<file path="config.mk">
export PLATFORM = sky130hd
export DESIGN_NAME = matrix_keypad_debounce_flat
export DESIGN_NICKNAME = d
export VERILOG_FILES = /design/src/design/mkd_pkg.sv /design/src/design/mkd_req_if.sv /design/src/design/mkd_rsp_if.sv /design/src/design/matrix_keypad_debounce.sv /design/src/design/mkd_csr.sv /design/src/design/mkd_front.sv /design/src/design/mkd_queue.sv /design/src/design/mkd_back.sv /design/src/flat_wrapper.sv
export SDC_FILE = /design/constraint.sdc
export NUM_CORES = 1
export LEC_CHECK = 0
export BUFFER_PORTS_ARGS = -buffer_cell sky130_fd_sc_hd__buf_4
export CAP_MARGIN = 20
export CELL_PAD_IN_SITES_DETAIL_PLACEMENT = 1
export CELL_PAD_IN_SITES_GLOBAL_PLACEMENT = 1
export CORE_UTILIZATION = 50
export DETAILED_ROUTE_END_ITERATION = 12
export HOLD_SLACK_MARGIN = 0.02
export PLACE_DENSITY_LB_ADDON = 0.3
export SLEW_MARGIN = 0
export SYNTH_ARGS = -nofsm -noshare
export SYNTH_HDL_FRONTEND = slang
export SYNTH_HIERARCHICAL = 1
export SYNTH_SLANG_ARGS = --single-unit
</file>
<file path="constraint.sdc">
create_clock -name clock -period 14.5 [get_ports clock]
set_clock_uncertainty 0.2 [all_clocks]
set_input_delay 2.9 -clock clock [delete_from_list [all_inputs] [get_ports clock]]
set_output_delay 2.9 -clock clock [all_outputs]
set_load 0.02 [all_outputs]
</file>
<file path="src/design/mkd_pkg.sv">
// shared types and constants for the matrix keypad debounce block
// no dependencies; used by every other design file
package mkd_pkg;

   localparam int KEY_W       = 8;
   localparam int MATRIX_W    = 16;
   localparam int TIME_W      = 32;
   localparam int DEBOUNCE_W  = 16;
   localparam int KEYMAP_W    = KEY_W * MATRIX_W;
   localparam int CSR_DATA_W  = 64;
   localparam int CSR_ADDR_W  = 5;
   localparam int QUEUE_DEPTH = 2;
   localparam int QUEUE_PTR_W = 1;
   localparam int QUEUE_CNT_W = 2;

   localparam logic [DEBOUNCE_W-1:0] DEBOUNCE_RESET = 16'd30;
   localparam logic [KEY_W-1:0]      NO_KEY_RESET   = 8'h00;

   // register index, taken from paddr[4:3]
   typedef enum logic [1:0] {
      REG_DEBOUNCE_TIME = 2'd0,
      REG_KEYMAP_LO     = 2'd1,
      REG_KEYMAP_HI     = 2'd2,
      REG_NO_KEY_CODE   = 2'd3
   } mkd_reg_type;

   typedef struct packed {
      logic [DEBOUNCE_W-1:0] debounce_time;
      logic [KEYMAP_W-1:0]   keymap;        // byte n is position n
      logic [KEY_W-1:0]      no_key_code;
   } mkd_cfg_type;

   typedef struct packed {
      logic [KEY_W-1:0]  raw_code;
      logic [TIME_W-1:0] now_ms;
   } mkd_entry_type;

   typedef struct packed {
      logic full;
      logic empty;
   } mkd_queue_status_type;

endpackage

</file>
<file path="src/design/mkd_req_if.sv">
// poll channel: sampled key matrix and timestamp
// depends on mkd_pkg
interface mkd_req_if;
   logic                            valid;
   logic                            ready;
   logic [mkd_pkg::MATRIX_W-1:0]    pressed_matrix;
   logic [mkd_pkg::TIME_W-1:0]      now_ms;

   modport source (output valid, output pressed_matrix, output now_ms, input ready);
   modport sink   (input valid, input pressed_matrix, input now_ms, output ready);
endinterface

</file>
<file path="src/design/mkd_rsp_if.sv">
// result channel: key event flag and key code
// depends on mkd_pkg
interface mkd_rsp_if;
   logic                         valid;
   logic                         ready;
   logic                         key_event;
   logic [mkd_pkg::KEY_W-1:0]    key_code;

   modport source (output valid, output key_event, output key_code, input ready);
   modport sink   (input valid, input key_event, input key_code, output ready);
endinterface

</file>
<file path="src/design/matrix_keypad_debounce.sv">
// matrix keypad scanner with debounce, top level
// a poll accepted into the queue is written there first, then the
// debounce update carries it into the output register
// throughput: one poll per cycle unless the output stalls, set by the debounce update
// reset is synchronous: state returns to the no-key code, queue and output
// stage empty, registers to debounce 30 ms, keymap zero, no-key code zero
module matrix_keypad_debounce #(
   parameter int ROWS = 4,
   parameter int COLS = 4
) (
   input  logic                              clock,
   input  logic                              reset,
   mkd_req_if.sink                           req,
   mkd_rsp_if.source                         rsp,
   input  logic                              csr_psel,
   input  logic                              csr_penable,
   input  logic                              csr_pwrite,
   input  logic [mkd_pkg::CSR_ADDR_W-1:0]    csr_paddr,
   input  logic [mkd_pkg::CSR_DATA_W-1:0]    csr_pwdata,
   output logic [mkd_pkg::CSR_DATA_W-1:0]    csr_prdata,
   output logic                              csr_pready
);

   // configuration; the user keeps it static while transactions are in flight, the block has no check for it
   mkd_pkg::mkd_cfg_type          cfg;
   // queue hookup between the front and back halves
   mkd_pkg::mkd_queue_status_type queue_status;
   mkd_pkg::mkd_entry_type        push_entry;
   mkd_pkg::mkd_entry_type        head;
   logic                          push;
   logic                          pop;

   // register file, 8-byte stride per register
   mkd_csr u_csr (
      .clock   (clock),
      .reset   (reset),
      .psel    (csr_psel),
      .penable (csr_penable),
      .pwrite  (csr_pwrite),
      .paddr   (csr_paddr),
      .pwdata  (csr_pwdata),
      .prdata  (csr_prdata),
      .pready  (csr_pready),
      .cfg     (cfg)
   );

   // front: first pressed grid position, mapped through the keymap
   mkd_front #(
      .ROWS (ROWS),
      .COLS (COLS)
   ) u_front (
      .req          (req),
      .cfg          (cfg),
      .queue_status (queue_status),
      .push         (push),
      .push_entry   (push_entry)
   );

   // two entries absorb polls while the output stalls; the sender is held once both are full
   mkd_queue u_queue (
      .clock      (clock),
      .reset      (reset),
      .push       (push),
      .push_entry (push_entry),
      .pop        (pop),
      .head       (head),
      .status     (queue_status)
   );

   // back: hold timer, settled and announced key, output register
   mkd_back u_back (
      .clock        (clock),
      .reset        (reset),
      .cfg          (cfg),
      .head         (head),
      .queue_status (queue_status),
      .pop          (pop),
      .rsp          (rsp)
   );

endmodule

</file>
<file path="src/design/mkd_csr.sv">
// apb-style register file for debounce time, keymap and no-key code
// depends on mkd_pkg
module mkd_csr (
   input  logic                              clock,
   input  logic                              reset,
   input  logic                              psel,
   input  logic                              penable,
   input  logic                              pwrite,
   input  logic [mkd_pkg::CSR_ADDR_W-1:0]    paddr,
   input  logic [mkd_pkg::CSR_DATA_W-1:0]    pwdata,
   output logic [mkd_pkg::CSR_DATA_W-1:0]    prdata,
   output logic                              pready,
   output mkd_pkg::mkd_cfg_type              cfg
);

   mkd_pkg::mkd_cfg_type cfg_ff;
   mkd_pkg::mkd_cfg_type cfg_in;
   mkd_pkg::mkd_reg_type reg_sel;
   logic                 wr_en;

   assign reg_sel = mkd_pkg::mkd_reg_type'(paddr[4:3]);
   assign wr_en   = psel & penable & pwrite;
   assign pready  = 1'b1;
   assign cfg     = cfg_ff;

   always_comb begin
      cfg_in = cfg_ff;
      if (wr_en) begin
         unique case (reg_sel)
            mkd_pkg::REG_DEBOUNCE_TIME: begin
               cfg_in.debounce_time = pwdata[mkd_pkg::DEBOUNCE_W-1:0];
            end
            mkd_pkg::REG_KEYMAP_LO: begin
               cfg_in.keymap[63:0] = pwdata;
            end
            mkd_pkg::REG_KEYMAP_HI: begin
               cfg_in.keymap[127:64] = pwdata;
            end
            mkd_pkg::REG_NO_KEY_CODE: begin
               cfg_in.no_key_code = pwdata[mkd_pkg::KEY_W-1:0];
            end
         endcase
      end
   end

   always_comb begin
      prdata = '0;
      unique case (reg_sel)
         mkd_pkg::REG_DEBOUNCE_TIME: begin
            prdata = {48'd0, cfg_ff.debounce_time};
         end
         mkd_pkg::REG_KEYMAP_LO: begin
            prdata = cfg_ff.keymap[63:0];
         end
         mkd_pkg::REG_KEYMAP_HI: begin
            prdata = cfg_ff.keymap[127:64];
         end
         mkd_pkg::REG_NO_KEY_CODE: begin
            prdata = {56'd0, cfg_ff.no_key_code};
         end
      endcase
   end

   always_ff @(posedge clock) begin
      if (reset) begin
         cfg_ff.debounce_time <= mkd_pkg::DEBOUNCE_RESET;
         cfg_ff.keymap        <= '0;
         cfg_ff.no_key_code   <= mkd_pkg::NO_KEY_RESET;
      end else begin
         cfg_ff <= cfg_in;
      end
   end

endmodule

</file>
<file path="src/design/mkd_front.sv">
// front end: accepts polls, picks the first pressed key and maps it
// depends on mkd_pkg and mkd_req_if
module mkd_front #(
   parameter int ROWS = 4,
   parameter int COLS = 4
) (
   mkd_req_if.sink                      req,
   input  mkd_pkg::mkd_cfg_type         cfg,
   input  mkd_pkg::mkd_queue_status_type queue_status,
   output logic                         push,
   output mkd_pkg::mkd_entry_type       push_entry
);

   function automatic logic [mkd_pkg::MATRIX_W-1:0] grid_mask_f();
      logic [mkd_pkg::MATRIX_W-1:0] mask;
      mask = '0;
      for (int r = 0; r < ROWS; r++) begin
         for (int c = 0; c < COLS; c++) begin
            mask[(r * COLS + c) % mkd_pkg::MATRIX_W] = 1'b1;
         end
      end
      return mask;
   endfunction

   localparam logic [mkd_pkg::MATRIX_W-1:0] GRID_MASK = grid_mask_f();

   logic [mkd_pkg::MATRIX_W-1:0] hits;
   logic [mkd_pkg::KEY_W-1:0]    raw_code;
   logic                         found;

   assign hits      = req.pressed_matrix & GRID_MASK;
   assign req.ready = ~queue_status.full;
   assign push      = req.valid & ~queue_status.full;

   // lowest set position wins (row-major order)
   always_comb begin
      raw_code = cfg.no_key_code;
      found    = 1'b0;
      for (int p = 0; p < mkd_pkg::MATRIX_W; p++) begin
         if (!found && hits[p]) begin
            found    = 1'b1;
            raw_code = cfg.keymap[p * mkd_pkg::KEY_W +: mkd_pkg::KEY_W];
         end
      end
   end

   assign push_entry.raw_code = raw_code;
   assign push_entry.now_ms   = req.now_ms;

endmodule

</file>
<file path="src/design/mkd_queue.sv">
// two-entry queue between the front end and the debounce back end
// depends on mkd_pkg
module mkd_queue (
   input  logic                           clock,
   input  logic                           reset,
   input  logic                           push,
   input  mkd_pkg::mkd_entry_type         push_entry,
   input  logic                           pop,
   output mkd_pkg::mkd_entry_type         head,
   output mkd_pkg::mkd_queue_status_type  status
);

   mkd_pkg::mkd_entry_type              slot_ff [mkd_pkg::QUEUE_DEPTH];
   logic [mkd_pkg::QUEUE_PTR_W-1:0]     wr_ptr_ff;
   logic [mkd_pkg::QUEUE_PTR_W-1:0]     wr_ptr_in;
   logic [mkd_pkg::QUEUE_PTR_W-1:0]     rd_ptr_ff;
   logic [mkd_pkg::QUEUE_PTR_W-1:0]     rd_ptr_in;
   logic [mkd_pkg::QUEUE_CNT_W-1:0]     count_ff;
   logic [mkd_pkg::QUEUE_CNT_W-1:0]     count_in;

   assign head         = slot_ff[rd_ptr_ff];
   assign status.full  = (count_ff == mkd_pkg::QUEUE_CNT_W'(mkd_pkg::QUEUE_DEPTH));
   assign status.empty = (count_ff == '0);

   always_comb begin
      wr_ptr_in = push ? wr_ptr_ff + 1'b1 : wr_ptr_ff;
      rd_ptr_in = pop  ? rd_ptr_ff + 1'b1 : rd_ptr_ff;
      count_in  = count_ff;
      if (push && !pop) begin
         count_in = count_ff + 1'b1;
      end else if (pop && !push) begin
         count_in = count_ff - 1'b1;
      end
   end

   always_ff @(posedge clock) begin
      if (push) begin
         slot_ff[wr_ptr_ff] <= push_entry;
      end
   end

   always_ff @(posedge clock) begin
      if (reset) begin
         wr_ptr_ff <= '0;
         rd_ptr_ff <= '0;
         count_ff  <= '0;
      end else begin
         wr_ptr_ff <= wr_ptr_in;
         rd_ptr_ff <= rd_ptr_in;
         count_ff  <= count_in;
      end
   end

   a_count_bound: assert property (@(posedge clock) disable iff (reset)
      count_ff <= mkd_pkg::QUEUE_CNT_W'(mkd_pkg::QUEUE_DEPTH))
      else $error("queue count above depth");

   a_no_underflow: assert property (@(posedge clock) disable iff (reset)
      pop |-> count_ff != '0)
      else $error("queue popped while empty");

endmodule

</file>
<file path="src/design/mkd_back.sv">
// back end: debounce state update and registered result stage
// depends on mkd_pkg and mkd_rsp_if
module mkd_back (
   input  logic                           clock,
   input  logic                           reset,
   input  mkd_pkg::mkd_cfg_type           cfg,
   input  mkd_pkg::mkd_entry_type         head,
   input  mkd_pkg::mkd_queue_status_type  queue_status,
   output logic                           pop,
   mkd_rsp_if.source                      rsp
);

   logic [mkd_pkg::KEY_W-1:0]  prev_raw_ff,  prev_raw_in;
   logic [mkd_pkg::KEY_W-1:0]  settled_ff,   settled_in;
   logic [mkd_pkg::KEY_W-1:0]  announced_ff, announced_in;
   logic [mkd_pkg::TIME_W-1:0] change_ff,    change_in;
   logic                       rsp_valid_ff, rsp_valid_in;
   logic                       rsp_event_ff, rsp_event_in;
   logic [mkd_pkg::KEY_W-1:0]  rsp_code_ff,  rsp_code_in;
   logic [mkd_pkg::TIME_W-1:0] elapsed;
   logic                       held_long;
   logic                       key_event;

   assign pop       = ~queue_status.empty & (~rsp_valid_ff | rsp.ready);
   assign elapsed   = head.now_ms - change_ff;
   assign held_long = elapsed >= {16'd0, cfg.debounce_time};

   always_comb begin
      prev_raw_in  = prev_raw_ff;
      settled_in   = settled_ff;
      announced_in = announced_ff;
      change_in    = change_ff;
      key_event    = 1'b0;
      if (pop) begin
         if (head.raw_code != prev_raw_ff) begin
            // raw code moved, restart the hold timer
            prev_raw_in = head.raw_code;
            change_in   = head.now_ms;
         end else if (held_long && (head.raw_code != settled_ff)) begin
            settled_in = head.raw_code;
            if (head.raw_code == cfg.no_key_code) begin
               announced_in = cfg.no_key_code;
            end else if (head.raw_code != announced_ff) begin
               announced_in = head.raw_code;
               key_event    = 1'b1;
            end
         end
      end
      rsp_event_in = key_event;
      rsp_code_in  = key_event ? head.raw_code : cfg.no_key_code;
      priority if (pop) begin
         rsp_valid_in = 1'b1;
      end else if (rsp.ready) begin
         rsp_valid_in = 1'b0;
      end else begin
         rsp_valid_in = rsp_valid_ff;
      end
   end

   always_ff @(posedge clock) begin
      if (pop) begin
         rsp_event_ff <= rsp_event_in;
         rsp_code_ff  <= rsp_code_in;
      end
   end

   always_ff @(posedge clock) begin
      if (reset) begin
         prev_raw_ff  <= mkd_pkg::NO_KEY_RESET;
         settled_ff   <= mkd_pkg::NO_KEY_RESET;
         announced_ff <= mkd_pkg::NO_KEY_RESET;
         change_ff    <= '0;
         rsp_valid_ff <= 1'b0;
      end else begin
         prev_raw_ff  <= prev_raw_in;
         settled_ff   <= settled_in;
         announced_ff <= announced_in;
         change_ff    <= change_in;
         rsp_valid_ff <= rsp_valid_in;
      end
   end

   assign rsp.valid     = rsp_valid_ff;
   assign rsp.key_event = rsp_event_ff;
   assign rsp.key_code  = rsp_code_ff;

   a_pop_fills_output: assert property (@(posedge clock) disable iff (reset)
      pop |=> rsp_valid_ff)
      else $error("popped transaction did not reach the output stage");

   a_event_matches_announced: assert property (@(posedge clock) disable iff (reset)
      (rsp_valid_ff && rsp_event_ff) |-> (rsp_code_ff == announced_ff))
      else $error("event code differs from announced key");

endmodule

</file>
<file path="src/flat_wrapper.sv">
// flat-port wrapper written by rule: the top's interface ports become plain ports
module matrix_keypad_debounce_flat 
#(
   parameter int ROWS = 4,
   parameter int COLS = 4
)
  (clock, reset, csr_psel, csr_penable, csr_pwrite, csr_paddr, csr_pwdata, csr_prdata, csr_pready, req_valid, req_pressed_matrix, req_now_ms, req_ready, rsp_valid, rsp_key_event, rsp_key_code, rsp_ready);
  mkd_req_if req_i ();
  mkd_rsp_if rsp_i ();
  input  logic clock;
  input  logic reset;
  input  logic csr_psel;
  input  logic csr_penable;
  input  logic csr_pwrite;
  input  logic [mkd_pkg::CSR_ADDR_W-1:0] csr_paddr;
  input  logic [mkd_pkg::CSR_DATA_W-1:0] csr_pwdata;
  output logic [mkd_pkg::CSR_DATA_W-1:0] csr_prdata;
  output logic csr_pready;
  input wire logic [$bits(req_i.valid)-1:0] req_valid;
  input wire logic [$bits(req_i.pressed_matrix)-1:0] req_pressed_matrix;
  input wire logic [$bits(req_i.now_ms)-1:0] req_now_ms;
  output wire logic [$bits(req_i.ready)-1:0] req_ready;
  output wire logic [$bits(rsp_i.valid)-1:0] rsp_valid;
  output wire logic [$bits(rsp_i.key_event)-1:0] rsp_key_event;
  output wire logic [$bits(rsp_i.key_code)-1:0] rsp_key_code;
  input wire logic [$bits(rsp_i.ready)-1:0] rsp_ready;
  assign req_i.valid = req_valid;
  assign req_i.pressed_matrix = req_pressed_matrix;
  assign req_i.now_ms = req_now_ms;
  assign req_ready = req_i.ready;
  assign rsp_valid = rsp_i.valid;
  assign rsp_key_event = rsp_i.key_event;
  assign rsp_key_code = rsp_i.key_code;
  assign rsp_i.ready = rsp_ready;
  matrix_keypad_debounce #(.ROWS(ROWS), .COLS(COLS)) u_core (.clock(clock), .reset(reset), .req(req_i), .rsp(rsp_i), .csr_psel(csr_psel), .csr_penable(csr_penable), .csr_pwrite(csr_pwrite), .csr_paddr(csr_paddr), .csr_pwdata(csr_pwdata), .csr_prdata(csr_prdata), .csr_pready(csr_pready));
endmodule
</file>
==> impl_metrics.csv <==
group,metric,value,unit
clocking,clockRootBuffer,"clkbuf_16",
pwr,combPwrFrac,0.424,
timing,layout_setup_ws,6.92,ns
worst_setup_path,startpoint,"csr_paddr[4]",
logic_synthesis,synth_seq_cells,303,
final_layout,postLayoutCoreUtil,0.580,
clocking,post_cts_buffers,0,
timing,grt_setup_unrepaired,"false",
global_routing,grt_pass1_vias,14817,
clocking,holdBufCountCts,0,
timing,period_needed,7.58,ns
clocking,post_cts_resized,0,
worst_hold_path,holdPathStages,2,
final_layout,regArea,0.00696,mm2
global_routing,grt_max_degree,153,
pwr,clock_power_share,0.268,
die,ioPinCount,200,
clocking,numCtsBuffers,36,
logic_synthesis,syn_area_per_cell,9.93,um2
die,start_util,0.509,
clocking,cts.reportedPaths.clkPinSlew,0.06,ns
place,placed_cells,2280,
route,routed_wl,53.8,mm
logic_synthesis,yosysSeqAreaShare,0.395,
job,maxCapViolations,0,
worst_setup_path,crit_type,"in2out",
pwr,power.switching,1.27,mW
pwr,pwr-share-seq,0.307,
die,core-area,0.0345,mm2
clocking,cts_tree,"built",
die,die_y,190,um
timing,relSlewSlack,0.214,
worst_setup_path,critPathMaxFanout,57,
timing,tightest_slew,1.18,ns
pwr,peakVddDrop,0.123,mV
global_routing,grt_pass1_wl,82.6,mm
place,io_buffers,195,
final_layout,antenna_cells,0,
final_layout,nets,2038,
clocking,clock_path_buffers,3,
die,num_rows,68,
pwr,p_int,2.08,mW
route,drc,0,
logic_synthesis,synth_ff_type,"dfxtp_1",
final_layout,multiInputGateArea,0.00946,mm2
global_routing,grt_overflow,0,
pwr,powerDensity,167,mW/mm2
route,wl_per_cell,22.9,um
pwr,p_sw_frac,0.379,
route,ant_nets,0,
logic_synthesis,ys_warn_count,6,
place,pre_cts_slack,6.91,ns
place,dp_hpwl,38.1,mm
timing,max_freq,0.132,GHz
timing,drv_slew,0,
outcome,status,"complete, no violations",
logic_synthesis,synthesis.nets,1944,
route,drtIter0Drc,904,
final_layout,n_fill_cell,3800,
clocking,cts-htree-levels,2,
logic_synthesis,synth_area,0.0176,mm2
worst_setup_path,worstSetupEndpointType,"output port",
worst_setup_path,worstPathRequired,11.40,ns
route,via_per_inst,5.92,
die,die_x,190,um
timing,hold_viol_final,0,
timing,period_share,0.523,
worst_setup_path,cp-start-kind,"input port",
route,vias,13896,
timing,hold_ws,0.293,ns
logic_synthesis,synth_cell_types,84,
worst_hold_path,hold_class,"reg2reg",
global_routing,antenna_found_initial,0,
final_layout,final_cell_count_no_fill,2348,
timing,tns,0,ns
final_layout,area_growth,13.9,%
clocking,clock-sinks,303,
worst_setup_path,arrival,4.48,ns
logic_synthesis,synthCells,1771,
timing,setup_viol,0,
route,dr.pass1.iters,5,
place,gp_congestion,0.885,
clocking,worst_skew_pair.late_latency,0.54,ns
worst_setup_path,reg2regPathDepth,20,
die,die_area,0.0359,mm2
pwr,p_leak,8.28,nW
logic_synthesis,synth-edff-count,89,
worst_hold_path,min_from,"u_core/u_csr/cfg[126]",
logic_synthesis,async_flop_share,0,
final_layout,drive_gt1_frac,0.190,
global_routing,grt_usage,0.295,
-- registers in the layout (all words and copies together), names as in the netlist, named ones only --
register	flops
u_core/u_back/announced_ff	8
u_core/u_back/change_ff	32
u_core/u_back/prev_raw_ff	8
u_core/u_back/rsp.key_code	8
u_core/u_back/rsp.key_event	1
u_core/u_back/rsp.valid	1
u_core/u_back/settled_ff	8
u_core/u_csr/cfg	152
u_core/u_queue/count_ff	2
u_core/u_queue/rd_ptr_ff	1
u_core/u_queue/slot_ff	80
u_core/u_queue/wr_ptr_ff	1
-- layout by cell type (no fill, tap or decap), types with 8 or more instances in the layout --
| master | instances |
|---|---|
| o22ai_1 | 30 |
| nor3_1 | 21 |
| o21ai_0 | 30 |
| mux2_4 | 8 |
| a221oi_1 | 22 |
| nor2b_1 | 20 |
| edfxtp_1 | 89 |
| mux2_2 | 42 |
| clkbuf_1 | 11 |
| inv_1 | 75 |
| xnor2_1 | 21 |
| a22o_1 | 49 |
| clkbuf_16 | 37 |
| nand2b_1 | 245 |
| nor2_1 | 102 |
| nand3_1 | 15 |
| a22oi_1 | 8 |
| dfxtp_1 | 213 |
| a211o_1 | 10 |
| a21oi_1 | 75 |
| o211ai_1 | 8 |
| nand2_1 | 55 |
| a21o_1 | 23 |
| ha_1 | 48 |
| nor4_1 | 9 |
| mux4_2 | 8 |
| nand4_1 | 10 |
| mux2i_1 | 219 |
| xor2_1 | 34 |
| o31ai_1 | 12 |
| buf_4 | 203 |
-- layer usage --
layer  part of all wire  vias to the layer above  global-route usage
met5                  0                        -                   0
met1               0.41                     6893               0.352
li1                   -                     6455                   -
met3              0.046                      139              0.0421
met2               0.50                      409               0.521
met4              0.046                        0               0.136
-- area by class of cell --
class	instances	area share
multi-input combinational	1241	0.472
sequential	303	0.347
inverter	77	0.0144
timing repair buffer	206	0.0793
clock inverter	11	0.00593
clock buffer	55	0.0531
tap	455	0.0284
-- path summary, 6_finish.rpt --
path / slack, ns / end
max: 6.92 / csr_prdata[14]
min: 0.29 / u_core/u_csr/cfg[126]
max reg2reg: 7.82 / u_core/u_back/rsp.key_code[7]
min reg2reg: 0.29 / u_core/u_csr/cfg[126]
-- cells by family (layout without fill, tap and decap cells) --
logic type      after synthesis  after routing  share of synthesized area
fa+ha+maj                    49             49                     0.0353
xor+xnor                     55             55                     0.0274
buf+inv                     227            349                     0.0688
other cells                   1              1                   0.000213
mux                         278            278                      0.169
simple gates                523            523                      0.168
flops                       303            303                      0.395
compound gates              335            335                      0.136
-- synth_stat cells, types with 23 or more instances --
master	n	share of area
a21o_1	23	0.0098
a21oi_1	75	0.021
a22o_1	49	0.024
buf_2	27	0.0077
buf_4	40	0.017
clkbuf_1	63	0.013
dfxtp_1	214	0.24
edfxtp_1	89	0.15
ha_1	48	0.034
inv_1	75	0.016
mux2_2	42	0.027
mux2i_1	219	0.12
nand2_1	56	0.012
nand2b_1	245	0.087
nor2_1	102	0.022
nor2b_1	23	0.0082
o21ai_0	30	0.0085
o22ai_1	30	0.011
xor2_1	34	0.017
-- worst max-delay path, stage by stage --
cell	delay, ns
buf_4	0.28
nor2b_4	0.20
buf_4	0.57
nand2_1	0.12
o21ai_0	0.19
buf_4	0.22
-- per-stage QoR --
| step | area (um2) | power, mW |
|---|---|---|
| 6_report | 20000 | 3.35 |
| 5_1_grt | 20000 | 3.54 |
| 4_1_cts | 20000 | 3.36 |
| 3_5_place_dp | 18800 | 2.44 |
| 3_3_place_gp | 18800 | 2.37 |
| 2_1_floorplan | 17600 | 2.08 |
-- power by group through the flow --
stage               registers, mW  clock network (mW)  logic [mW]
global placement             1.04                   0        1.33
floorplan                    1.05                   0        1.03
detailed placement           1.05                   0        1.39
CTS                          1.03               0.914        1.41
global route                 1.04               0.941        1.56
finish                       1.03               0.899        1.42
No activity file was read; power rests on OpenSTA's default activity.
